**src/hdl/rtufc_pkg.sv**
```systemverilog
`default_nettype none
// ----------------------------------------------------------------------------
// rtufc_pkg
// Shared types, constants and the CRC-16 byte update for the RTU frame
// checker and exception responder.
// ----------------------------------------------------------------------------
package rtufc_pkg;

  // Frame limits
  localparam int MAX_FRAME_LEN = 256;
  localparam int COUNT_W       = $clog2(MAX_FRAME_LEN + 1);
  localparam int MIN_FRAME_LEN = 5;
  localparam int REQ_FRAME_LEN = 8;
  localparam int NUM_FUNCTIONS = 6;
  localparam int PAYLOAD_HEAD  = 4;

  // CRC-16, reflected form
  localparam logic [15:0] CRC_INIT = 16'hFFFF;
  localparam logic [15:0] CRC_POLY = 16'hA001;

  // Exception frame contents
  localparam logic [7:0] EXC_FN_FLAG      = 8'h80;
  localparam logic [7:0] EXC_ILLEGAL_FUNC = 8'h01;

  // Result kinds
  localparam logic KIND_REQUEST   = 1'b0;
  localparam logic KIND_EXCEPTION = 1'b1;

  // Command queue between front and back
  localparam int CMD_QUEUE_DEPTH = 2;
  localparam int CMD_PTR_W       = $clog2(CMD_QUEUE_DEPTH);

  // Configuration register indexes
  typedef enum logic [0:0] {
    REG_STATION_ADDRESS      = 1'b0,
    REG_FUNCTION_ENABLE_MASK = 1'b1
  } cfg_reg_t;

  // Input item
  typedef struct packed {
    logic [7:0] rx_byte;
    logic       last_byte;
  } in_item_t;

  // Result item
  typedef struct packed {
    logic        out_kind;
    logic [7:0]  req_function;
    logic [15:0] req_address;
    logic [15:0] req_operand;
    logic [7:0]  tx_byte;
    logic        tx_last;
  } result_t;

  // Classified frame handed from front to back
  typedef struct packed {
    logic        is_exception;
    logic [7:0]  station;
    logic [7:0]  func;
    logic [15:0] address;
    logic [15:0] operand;
  } cmd_t;

  // One byte of the reflected CRC-16 update
  function automatic logic [15:0] crc_byte(input logic [15:0] crc, input logic [7:0] b);
    logic [15:0] c;
    c = crc ^ {8'h00, b};
    for (int k = 0; k < 8; k++) begin
      c = c[0] ? ((c >> 1) ^ CRC_POLY) : (c >> 1);
    end
    return c;
  endfunction

endpackage
`default_nettype wire

```
**src/hdl/rtufc_front.sv**
```systemverilog
`default_nettype none
// ----------------------------------------------------------------------------
// rtufc_front
// Receive side: runs the CRC over each byte, tracks length, function code
// and the first four payload bytes, and classifies the frame on its last byte.
// ----------------------------------------------------------------------------
module rtufc_front (
  input  wire logic              clk,
  input  wire logic              rst,
  input  wire logic              accept,
  input  wire rtufc_pkg::in_item_t item,
  input  wire logic [7:0]        station_address,
  input  wire logic [5:0]        function_enable_mask,
  output logic                   cmd_push,
  output rtufc_pkg::cmd_t        cmd
);

  logic [15:0]                   running_crc;
  logic [rtufc_pkg::COUNT_W-1:0] byte_count;
  logic [7:0]                    held_function;
  logic                          overrun_flag;
  logic [7:0]                    payload_head [rtufc_pkg::PAYLOAD_HEAD];

  logic [15:0]                   crc_next;
  logic [rtufc_pkg::COUNT_W-1:0] count_next;
  logic                          overrun_next;
  logic                          at_max;
  logic                          frame_ok;
  logic                          fn_in_range;
  logic                          fn_enabled;
  logic [2:0]                    fn_idx;
  logic [7:0]                    mask_ext;
  logic [1:0]                    head_idx;
  logic                          head_wr;

  // Per-byte bookkeeping
  always_comb begin
    at_max       = (byte_count == rtufc_pkg::COUNT_W'(rtufc_pkg::MAX_FRAME_LEN));
    count_next   = at_max ? byte_count : byte_count + 1'b1;
    overrun_next = overrun_flag | at_max;
    crc_next     = rtufc_pkg::crc_byte(running_crc, item.rx_byte);
    head_idx     = byte_count[1:0] - 2'd2;
    head_wr      = !at_max && (byte_count >= rtufc_pkg::COUNT_W'(2)) &&
                   (byte_count <= rtufc_pkg::COUNT_W'(5));
  end

  // Frame classification on the last byte
  always_comb begin
    fn_in_range = (held_function >= 8'd1) &&
                  (held_function <= 8'(rtufc_pkg::NUM_FUNCTIONS));
    fn_idx      = held_function[2:0] - 3'd1;
    mask_ext    = {2'b00, function_enable_mask};
    fn_enabled  = fn_in_range && mask_ext[fn_idx];
    frame_ok    = !overrun_next &&
                  (count_next >= rtufc_pkg::COUNT_W'(rtufc_pkg::MIN_FRAME_LEN)) &&
                  (crc_next == 16'h0000);
    cmd_push    = accept && item.last_byte && frame_ok &&
                  (!fn_enabled ||
                   (count_next == rtufc_pkg::COUNT_W'(rtufc_pkg::REQ_FRAME_LEN)));

    cmd.is_exception = !fn_enabled;
    cmd.station      = station_address;
    cmd.func         = held_function;
    cmd.address      = {payload_head[0], payload_head[1]};
    cmd.operand      = {payload_head[2], payload_head[3]};
  end

  // Control state
  always_ff @(posedge clk) begin
    if (rst) begin
      running_crc   <= rtufc_pkg::CRC_INIT;
      byte_count    <= '0;
      overrun_flag  <= 1'b0;
      held_function <= 8'h00;
    end else if (accept) begin
      if (!at_max && byte_count == rtufc_pkg::COUNT_W'(1)) begin
        held_function <= item.rx_byte;
      end
      if (item.last_byte) begin
        running_crc  <= rtufc_pkg::CRC_INIT;
        byte_count   <= '0;
        overrun_flag <= 1'b0;
      end else begin
        running_crc  <= crc_next;
        byte_count   <= count_next;
        overrun_flag <= overrun_next;
      end
    end
  end

  // Payload head store, written before it is read
  always_ff @(posedge clk) begin
    if (accept && head_wr) begin
      payload_head[head_idx] <= item.rx_byte;
    end
  end

endmodule
`default_nettype wire

```
**src/hdl/rtufc_cmd_fifo.sv**
```systemverilog
`default_nettype none
// ----------------------------------------------------------------------------
// rtufc_cmd_fifo
// Short command queue that decouples frame classification from response
// generation.
// ----------------------------------------------------------------------------
module rtufc_cmd_fifo (
  input  wire logic            clk,
  input  wire logic            rst,
  input  wire logic            push,
  input  wire rtufc_pkg::cmd_t wdata,
  output logic                 full,
  input  wire logic            pop,
  output rtufc_pkg::cmd_t      rdata,
  output logic                 empty
);

  localparam int CntW = $clog2(rtufc_pkg::CMD_QUEUE_DEPTH + 1);

  rtufc_pkg::cmd_t                 entries [rtufc_pkg::CMD_QUEUE_DEPTH];
  logic [rtufc_pkg::CMD_PTR_W-1:0] wptr;
  logic [rtufc_pkg::CMD_PTR_W-1:0] rptr;
  logic [CntW-1:0]                 count;
  logic                            do_push;
  logic                            do_pop;

  always_comb begin
    full    = (count == CntW'(rtufc_pkg::CMD_QUEUE_DEPTH));
    empty   = (count == '0);
    do_push = push && !full;
    do_pop  = pop && !empty;
    rdata   = entries[rptr];
  end

  // Pointers and occupancy
  always_ff @(posedge clk) begin
    if (rst) begin
      wptr  <= '0;
      rptr  <= '0;
      count <= '0;
    end else begin
      if (do_push) wptr <= wptr + 1'b1;
      if (do_pop)  rptr <= rptr + 1'b1;
      if (do_push && !do_pop)      count <= count + 1'b1;
      else if (!do_push && do_pop) count <= count - 1'b1;
    end
  end

  // Storage
  always_ff @(posedge clk) begin
    if (do_push) begin
      entries[wptr] <= wdata;
    end
  end

endmodule
`default_nettype wire

```
**src/hdl/rtufc_back.sv**
```systemverilog
`default_nettype none
// ----------------------------------------------------------------------------
// rtufc_back
// Response side: turns each command into one request result or a five-byte
// exception frame with its CRC, and buffers results in a two-entry queue.
// ----------------------------------------------------------------------------
module rtufc_back (
  input  wire logic            clk,
  input  wire logic            rst,
  input  wire logic            cmd_valid,
  input  wire rtufc_pkg::cmd_t cmd,
  output logic                 cmd_pop,
  input  wire logic            pop,
  output logic                 empty,
  output rtufc_pkg::result_t   result
);

  // Exception byte sequencer
  typedef enum logic [4:0] {
    EXC_ADDR  = 5'b00001,
    EXC_FUNC  = 5'b00010,
    EXC_CODE  = 5'b00100,
    EXC_CRC_L = 5'b01000,
    EXC_CRC_H = 5'b10000
  } exc_step_t;

  exc_step_t           step;
  exc_step_t           step_next;
  logic [15:0]         crc;
  logic [15:0]         crc_seed;
  logic [15:0]         crc_next;
  logic                emit;
  rtufc_pkg::result_t  item;

  rtufc_pkg::result_t  outq [2];
  logic                out_wptr;
  logic                out_rptr;
  logic [1:0]          out_count;
  logic                out_space;
  logic                out_pop;

  // Build the next result item
  always_comb begin
    out_space = (out_count != 2'd2);
    emit      = cmd_valid && out_space;
    item      = '0;
    step_next = step;
    cmd_pop   = 1'b0;
    if (!cmd.is_exception) begin
      item.out_kind     = rtufc_pkg::KIND_REQUEST;
      item.req_function = cmd.func;
      item.req_address  = cmd.address;
      item.req_operand  = cmd.operand;
      cmd_pop           = emit;
    end else begin
      item.out_kind = rtufc_pkg::KIND_EXCEPTION;
      unique case (step)
        EXC_ADDR: begin
          item.tx_byte = cmd.station;
          step_next    = EXC_FUNC;
        end
        EXC_FUNC: begin
          item.tx_byte = cmd.func + rtufc_pkg::EXC_FN_FLAG;
          step_next    = EXC_CODE;
        end
        EXC_CODE: begin
          item.tx_byte = rtufc_pkg::EXC_ILLEGAL_FUNC;
          step_next    = EXC_CRC_L;
        end
        EXC_CRC_L: begin
          item.tx_byte = crc[7:0];
          step_next    = EXC_CRC_H;
        end
        EXC_CRC_H: begin
          item.tx_byte = crc[15:8];
          item.tx_last = 1'b1;
          step_next    = EXC_ADDR;
          cmd_pop      = emit;
        end
        default: begin
          step_next = EXC_ADDR;
        end
      endcase
    end
    crc_seed = (step == EXC_ADDR) ? rtufc_pkg::CRC_INIT : crc;
    crc_next = rtufc_pkg::crc_byte(crc_seed, item.tx_byte);
  end

  // Sequencer state
  always_ff @(posedge clk) begin
    if (rst) begin
      step <= EXC_ADDR;
    end else if (emit && cmd.is_exception) begin
      step <= step_next;
    end
  end

  // CRC over the three exception header bytes only; held while the CRC bytes go out
  always_ff @(posedge clk) begin
    if (emit && cmd.is_exception &&
        (step == EXC_ADDR || step == EXC_FUNC || step == EXC_CODE)) begin
      crc <= crc_next;
    end
  end

  // Result queue control
  always_comb begin
    empty   = (out_count == 2'd0);
    out_pop = pop && !empty;
    result  = outq[out_rptr];
  end

  always_ff @(posedge clk) begin
    if (rst) begin
      out_wptr  <= 1'b0;
      out_rptr  <= 1'b0;
      out_count <= 2'd0;
    end else begin
      if (emit)    out_wptr <= ~out_wptr;
      if (out_pop) out_rptr <= ~out_rptr;
      if (emit && !out_pop)      out_count <= out_count + 2'd1;
      else if (!emit && out_pop) out_count <= out_count - 2'd1;
    end
  end

  // Result queue storage
  always_ff @(posedge clk) begin
    if (emit) begin
      outq[out_wptr] <= item;
    end
  end

endmodule
`default_nettype wire

```
**src/hdl/rtu_frame_checker_responder_core.sv**
```systemverilog
`default_nettype none
// ----------------------------------------------------------------------------
// rtu_frame_checker_responder_core
// RTU frame checker with CRC-16 and exception responder.
// ----------------------------------------------------------------------------
// Throughput: one received byte per cycle while full is low; the byte-wide CRC
// update sets it. A frame's first result is registered in the command queue and
// then the result queue. Exception frames leave at one byte per cycle while the
// result queue has room; full rises only while the two-entry command queue is
// occupied. Reset (rst, synchronous) clears the frame state, both queues, and
// loads station_address = 1 and function_enable_mask = 0. No clearing pass.
// ----------------------------------------------------------------------------
module rtu_frame_checker_responder_core (
  input  wire logic                  clk,
  input  wire logic                  rst,
  // input queue side
  input  wire logic                  push,
  output logic                       full,
  input  wire rtufc_pkg::in_item_t   rx_item,
  // result queue side
  output logic                       empty,
  input  wire logic                  pop,
  output rtufc_pkg::result_t         result,
  // configuration writes
  input  wire logic                  cfg_valid,
  output logic                       cfg_ready,
  input  wire rtufc_pkg::cfg_reg_t   cfg_index,
  input  wire logic [7:0]            cfg_data
);

  logic [7:0]      station_address;
  logic [5:0]      function_enable_mask;
  logic            accept;
  logic            cmd_push;
  logic            cmd_full;
  logic            cmd_empty;
  logic            cmd_pop;
  rtufc_pkg::cmd_t cmd_in;
  rtufc_pkg::cmd_t cmd_out;

  assign cfg_ready = 1'b1;
  assign full      = cmd_full;
  assign accept    = push && !full;

  // Configuration registers
  always_ff @(posedge clk) begin
    if (rst) begin
      station_address      <= 8'h01;
      function_enable_mask <= 6'h00;
    end else if (cfg_valid && cfg_ready) begin
      unique case (cfg_index)
        rtufc_pkg::REG_STATION_ADDRESS:      station_address      <= cfg_data;
        rtufc_pkg::REG_FUNCTION_ENABLE_MASK: function_enable_mask <= cfg_data[5:0];
        default: ;
      endcase
    end
  end

  rtufc_front u_front (
    .clk                  (clk),
    .rst                  (rst),
    .accept               (accept),
    .item                 (rx_item),
    .station_address      (station_address),
    .function_enable_mask (function_enable_mask),
    .cmd_push             (cmd_push),
    .cmd                  (cmd_in)
  );

  rtufc_cmd_fifo u_cmd_fifo (
    .clk   (clk),
    .rst   (rst),
    .push  (cmd_push),
    .wdata (cmd_in),
    .full  (cmd_full),
    .pop   (cmd_pop),
    .rdata (cmd_out),
    .empty (cmd_empty)
  );

  rtufc_back u_back (
    .clk       (clk),
    .rst       (rst),
    .cmd_valid (!cmd_empty),
    .cmd       (cmd_out),
    .cmd_pop   (cmd_pop),
    .pop       (pop),
    .empty     (empty),
    .result    (result)
  );

  // A command is only produced when the queue has room for it
  a_cmd_no_overflow: assert property (@(posedge clk) disable iff (rst)
    cmd_push |-> !cmd_full)
    else $error("command pushed into a full queue");

  // Only the last byte of a frame can produce a command
  a_cmd_on_last_only: assert property (@(posedge clk) disable iff (rst)
    (accept && !rx_item.last_byte) |-> !cmd_push)
    else $error("command produced before the end of a frame");

  // The final-byte mark belongs to exception frames only
  a_tx_last_kind: assert property (@(posedge clk) disable iff (rst)
    (!empty && result.tx_last) |-> (result.out_kind == rtufc_pkg::KIND_EXCEPTION))
    else $error("tx_last set on a request result");

endmodule
`default_nettype wire
```
**config.mk**
```make
export PLATFORM = sky130hd
export DESIGN_NAME = rtu_frame_checker_responder_core
export DESIGN_NICKNAME = d
export VERILOG_FILES = /design/src/hdl/rtufc_pkg.sv /design/src/hdl/rtufc_front.sv /design/src/hdl/rtufc_cmd_fifo.sv /design/src/hdl/rtufc_back.sv /design/src/hdl/rtu_frame_checker_responder_core.sv
export SDC_FILE = /design/constraint.sdc
export NUM_CORES = 1
export LEC_CHECK = 0
export ABC_AREA = 0
export BUFFER_PORTS_ARGS = -buffer_cell sky130_fd_sc_hd__buf_2
export CORE_ASPECT_RATIO = 1.2
export CORE_MARGIN = 2
export CORE_UTILIZATION = 48
export DETAILED_ROUTE_END_ITERATION = 10
export GPL_TIMING_DRIVEN = 0
export PLACE_DENSITY_LB_ADDON = 0.08
export SLEW_MARGIN = 20
export SYNTH_ARGS = -nofsm -noshare
export SYNTH_HDL_FRONTEND = slang
export SYNTH_SLANG_ARGS = --single-unit
```
**constraint.sdc**
```tcl
create_clock -name clk -period 19.65 [get_ports clk]
set_input_delay 3.93 -clock clk [delete_from_list [all_inputs] [get_ports clk]]
set_output_delay 3.93 -clock clk [all_outputs]
set_load 0.01 [all_outputs]
```
==> results by group <==
Status
  • Status: complete, no violations

Power
  • Max VDD drop: 78.62 uV
  • Clk pwr share: 0.410
  • Pwr dens: 93.81 nW/um^2
  • Psw: 0.3060 mW
  • Int Pwr: 1.085 mW
  • Tot Pwr: 1.391 mW
  • Comb pwr share: 0.078
  • Sw Share: 0.2200
  • Leakage: 5.000 nW
  • Sequential power share: 0.512

Die
  • Die W: 153.5 um
  • Rows: 65
  • Initial core utilization: 0.4884
  • Die area: 28140 um^2
  • IO Count: 76
  • Die height: 183.4 um
  • Core box area: 26350 um^2

CTS
  • CTS buffer count: 30
  • Post-CTS Hold Buffers: 0
  • Clk_lat worst skew: 0.56 ns
  • Bufs on Longest Clock Path: 3
  • CTS tree: built
  • H-Tree Depth: 1
  • Clk pin slew, worst setup/hold paths: 0.06 ns
  • Clk sink count: 309
  • PostCTS Resize Cnt: 0
  • CTS root buf: clkbuf_16
  • Setup bufs post-CTS: 0

Synthesis
  • Yosys reg bits: 309
  • Yosys warns: 0
  • Synthesized area per cell: 13.96 um^2
  • Synth Flop Type: edfxtp_1
  • Largest area contributor in the netlist: edfxtp_1
  • Syn Nets: 955
  • Yosys top cell area share: 0.5740
  • Ys async rst share: 0
  • Post-synth EDFFs: 246
  • Synth top area cells: edfxtp_1 (57%), dfxtp_1 (9.8%), mux2_2 (4.6%), mux2i_1 (4.2%), xnor2_1 (2.5%)
  • Mapped Area: 12870 um^2
  • Yosys cell types: 70
  • Cell count after synthesis: 922
  • Post-synthesis sequential area ratio: 0.6720

Worst setup path
  • Critical path type: input pin to register
  • Reg-to-Reg Start: u_front.running_crc[3]
  • Buf/Inv on CP: 3
  • Largest delay share family, worst path: XOR/XNOR gates
  • Slowest stage cell, crit path: nor2b_4
  • Critical Path Most Common Cell: xnor2_1
  • Worst reg-to-reg path cell count: 14
  • Reg2Reg Setup Slack: 15.08 ns
  • Startpoint Class: input pin
  • Reg2Reg Capture Point: u_cmd_fifo.entries[0][31]
  • Worst-path cell chain: buf_2 -> xnor2_1 -> xnor2_1 -> xnor2_1 -> xnor2_1 -> xnor2_1 -> ha_1 -> xor2_1 -> or4_1 -> nor4_1 -> o211ai_1 -> a211oi_2 -> nor2b_4 -> buf_16 -> buf_16
  • Worst path required time: 19.90 ns
  • Max FO, Critical Path: 20
  • WP data arrival: 8.06 ns
  • CP peak stage delay: 0.52 ns
  • Crit end category: register

STA
  • Final period demand of the worst path: 7.808 ns
  • RSZ-0062 raised after global routing: false
  • Max-slew violations: 0
  • Final worst path period share: 0.3973
  • Slew @ Worst Pin: 0.8667 ns
  • Relative slew slack: 0.4222
  • TNS Setup: 0 ns
  • Fin Hold WS: 0.4459 ns
  • Final setup fails: 0
  • Fin. Hold Viols: 0
  • Clock Skew: 0.02193 ns
  • Max Clock Freq: 0.1281 GHz

Global route
  • Initial antenna violation count: 0
  • Vias in the first global route: 7161
  • Total GRT Usage: 0.1798
  • GRT Residual Overflow: 0
  • Global-route wire length before repair: 39790 um
  • Largest net degree at the start of global routing: 50

Finish
  • Post-route insts no fill: 1391
  • Layout cell share with drive strength beyond 1: 0.2093
  • Post-Route Utilization: 0.5625
  • Layout fillers: 2204
  • Area of the multi-input gates: 3905 um^2
  • Final #Nets: 1065
  • Layout area overhead: 15.18%
  • Ant diodes: 0
  • Register Area: 8648 um^2

Drt
  • DRT antenna net count: 0
  • DRT iter0 DRCs: 358
  • Routed WL: 25380 um
  • Vias: 7291
  • WL/cell: 18.25 um
  • Detailed Routing Iterations Pass 1: 4
  • Drt via density: 5.242
  • DR DRC count: 0

Place
  • RD Place Congestion: 0.8496
  • DP Cell Count: 1335
  • Detail Placement HPWL: 17180 um
  • Number of port buffers: 72

Hold path
  • Hold EP: u_cmd_fifo.entries[0][23]
  • Path category of the worst min-delay check: register to register
  • Hold Path Depth: 0
  • Hold wc startpoint: u_front.payload_head[1][7]

Run
  • Max Cap Violations: 0
cell families after synthesis:
family,count (synthesis),synth area share
flops,309,0.6720
simple gates,270,0.1018
mux,110,0.09246
compound gates,93,0.04774
buf+inv,67,0.02712
xor+xnor,62,0.04890
fa+ha+maj,10,0.009722
other cells,1,0.0002914
power groups by stage:
| stage | Sequential [mW] | Clock, mW | Combinational [mW] |
|---|---|---|---|
| floorplan | 0.725 | 0 | 0.0762 |
| detailed placement | 0.727 | 0 | 0.110 |
| global placement | 0.726 | 0 | 0.111 |
| global route | 0.713 | 0.607 | 0.119 |
| finish | 0.713 | 0.570 | 0.108 |
| CTS | 0.712 | 0.584 | 0.110 |
through the flow:
| stage | cell area (um^2) | setup slack (ns) |
|---|---|---|
| finish | 14820 | 11.84 |
| global route | 14820 | 11.52 |
| CTS | 14810 | 11.82 |
| detailed placement | 13820 | 11.27 |
| global placement | 13650 | 8.407 |
| floorplan | 12870 | 10.54 |
cells in the final DEF (no fill, tap or decap), types with 17 or more instances in the layout:
cell type	instances
a21oi_1	29
and2_1	17
buf_2	75
clkbuf_1	31
clkbuf_16	30
dfxtp_1	63
edfxtp_1	246
inv_1	17
mux2_2	53
mux2i_1	54
nand2_1	76
nand3_1	30
nor2_1	85
o21ai_0	18
xnor2_1	37
xor2_1	19
worst register-to-register path: stages, from the launching register on:
cell and delay (ns):
dfxtp_1 0.32, xnor2_1 0.40, xnor2_1 0.20, xnor2_1 0.17, xnor2_1 0.26, xnor2_1 0.16
ha_1 0.38, xor2_1 0.18, or4_1 0.41, nor4_1 0.32, o211ai_1 0.16, a211oi_2 0.38
nor2b_4 0.52, buf_16 0.23, buf_16 0.18
synth_stat cells, types with 19 or more instances:
cell type,instances
xor2_1,19
and2_1,19
mux2_2,53
clkbuf_1,27
mux2i_1,54
nor2_1,86
a21oi_1,30
dfxtp_1,63
nand3_1,30
edfxtp_1,246
xnor2_1,37
nand2_1,76
registers in the layout (all words and copies together), names as in the netlist, named ones only:
name                   count
u_back.outq              100
u_cmd_fifo.entries        98
u_front.payload_head      32
u_back.crc                16
u_front.running_crc       16
u_front.byte_count         9
station_address            8
u_front.held_function      8
function_enable_mask       6
u_back.step                5
u_back.out_count           2
u_cmd_fifo.count           2
u_back.out_rptr            1
u_back.out_wptr            1
u_cmd_fifo.rptr            1
u_cmd_fifo.wptr            1
u_front.overrun_flag       1
metal layers:
metal,up-vias,share of wire,track usage
li1,3570,-,-
met1,3540,0.46,0.2502
met2,147,0.48,0.3016
met3,34,0.042,0.02552
met4,0,0.017,0.04330
met5,-,0,0
worst max-delay path by stage:
stage | startpoint | slack (ns) | cells past startpoint | to
3_3_place_gp | rx_item[4] | 8.41 | 13 | u_cmd_fifo.entries[0][23]
5_1_grt | rx_item[3] | 11.52 | 15 | u_cmd_fifo.entries[0][31]
3_5_place_dp | rx_item[3] | 11.27 | 15 | u_cmd_fifo.entries[0][23]
4_1_cts | rx_item[4] | 11.82 | 15 | u_cmd_fifo.entries[0][31]
6_report | rx_item[3] | 11.84 | 15 | u_cmd_fifo.entries[0][31]
2_1_floorplan | rx_item[4] | 10.54 | 12 | u_cmd_fifo.entries[0][0]
layout make-up:
type,count,area share
flip-flops and latches,309,0.5834
well taps,335,0.02828
clock buffers,37,0.05444
plain buffers,49,0.01899
repair buffers,78,0.03435
multi-input cells,546,0.2634
clock inverters,19,0.01249
inverters,18,0.004558
No activity file was read; power rests on OpenSTA's default activity.
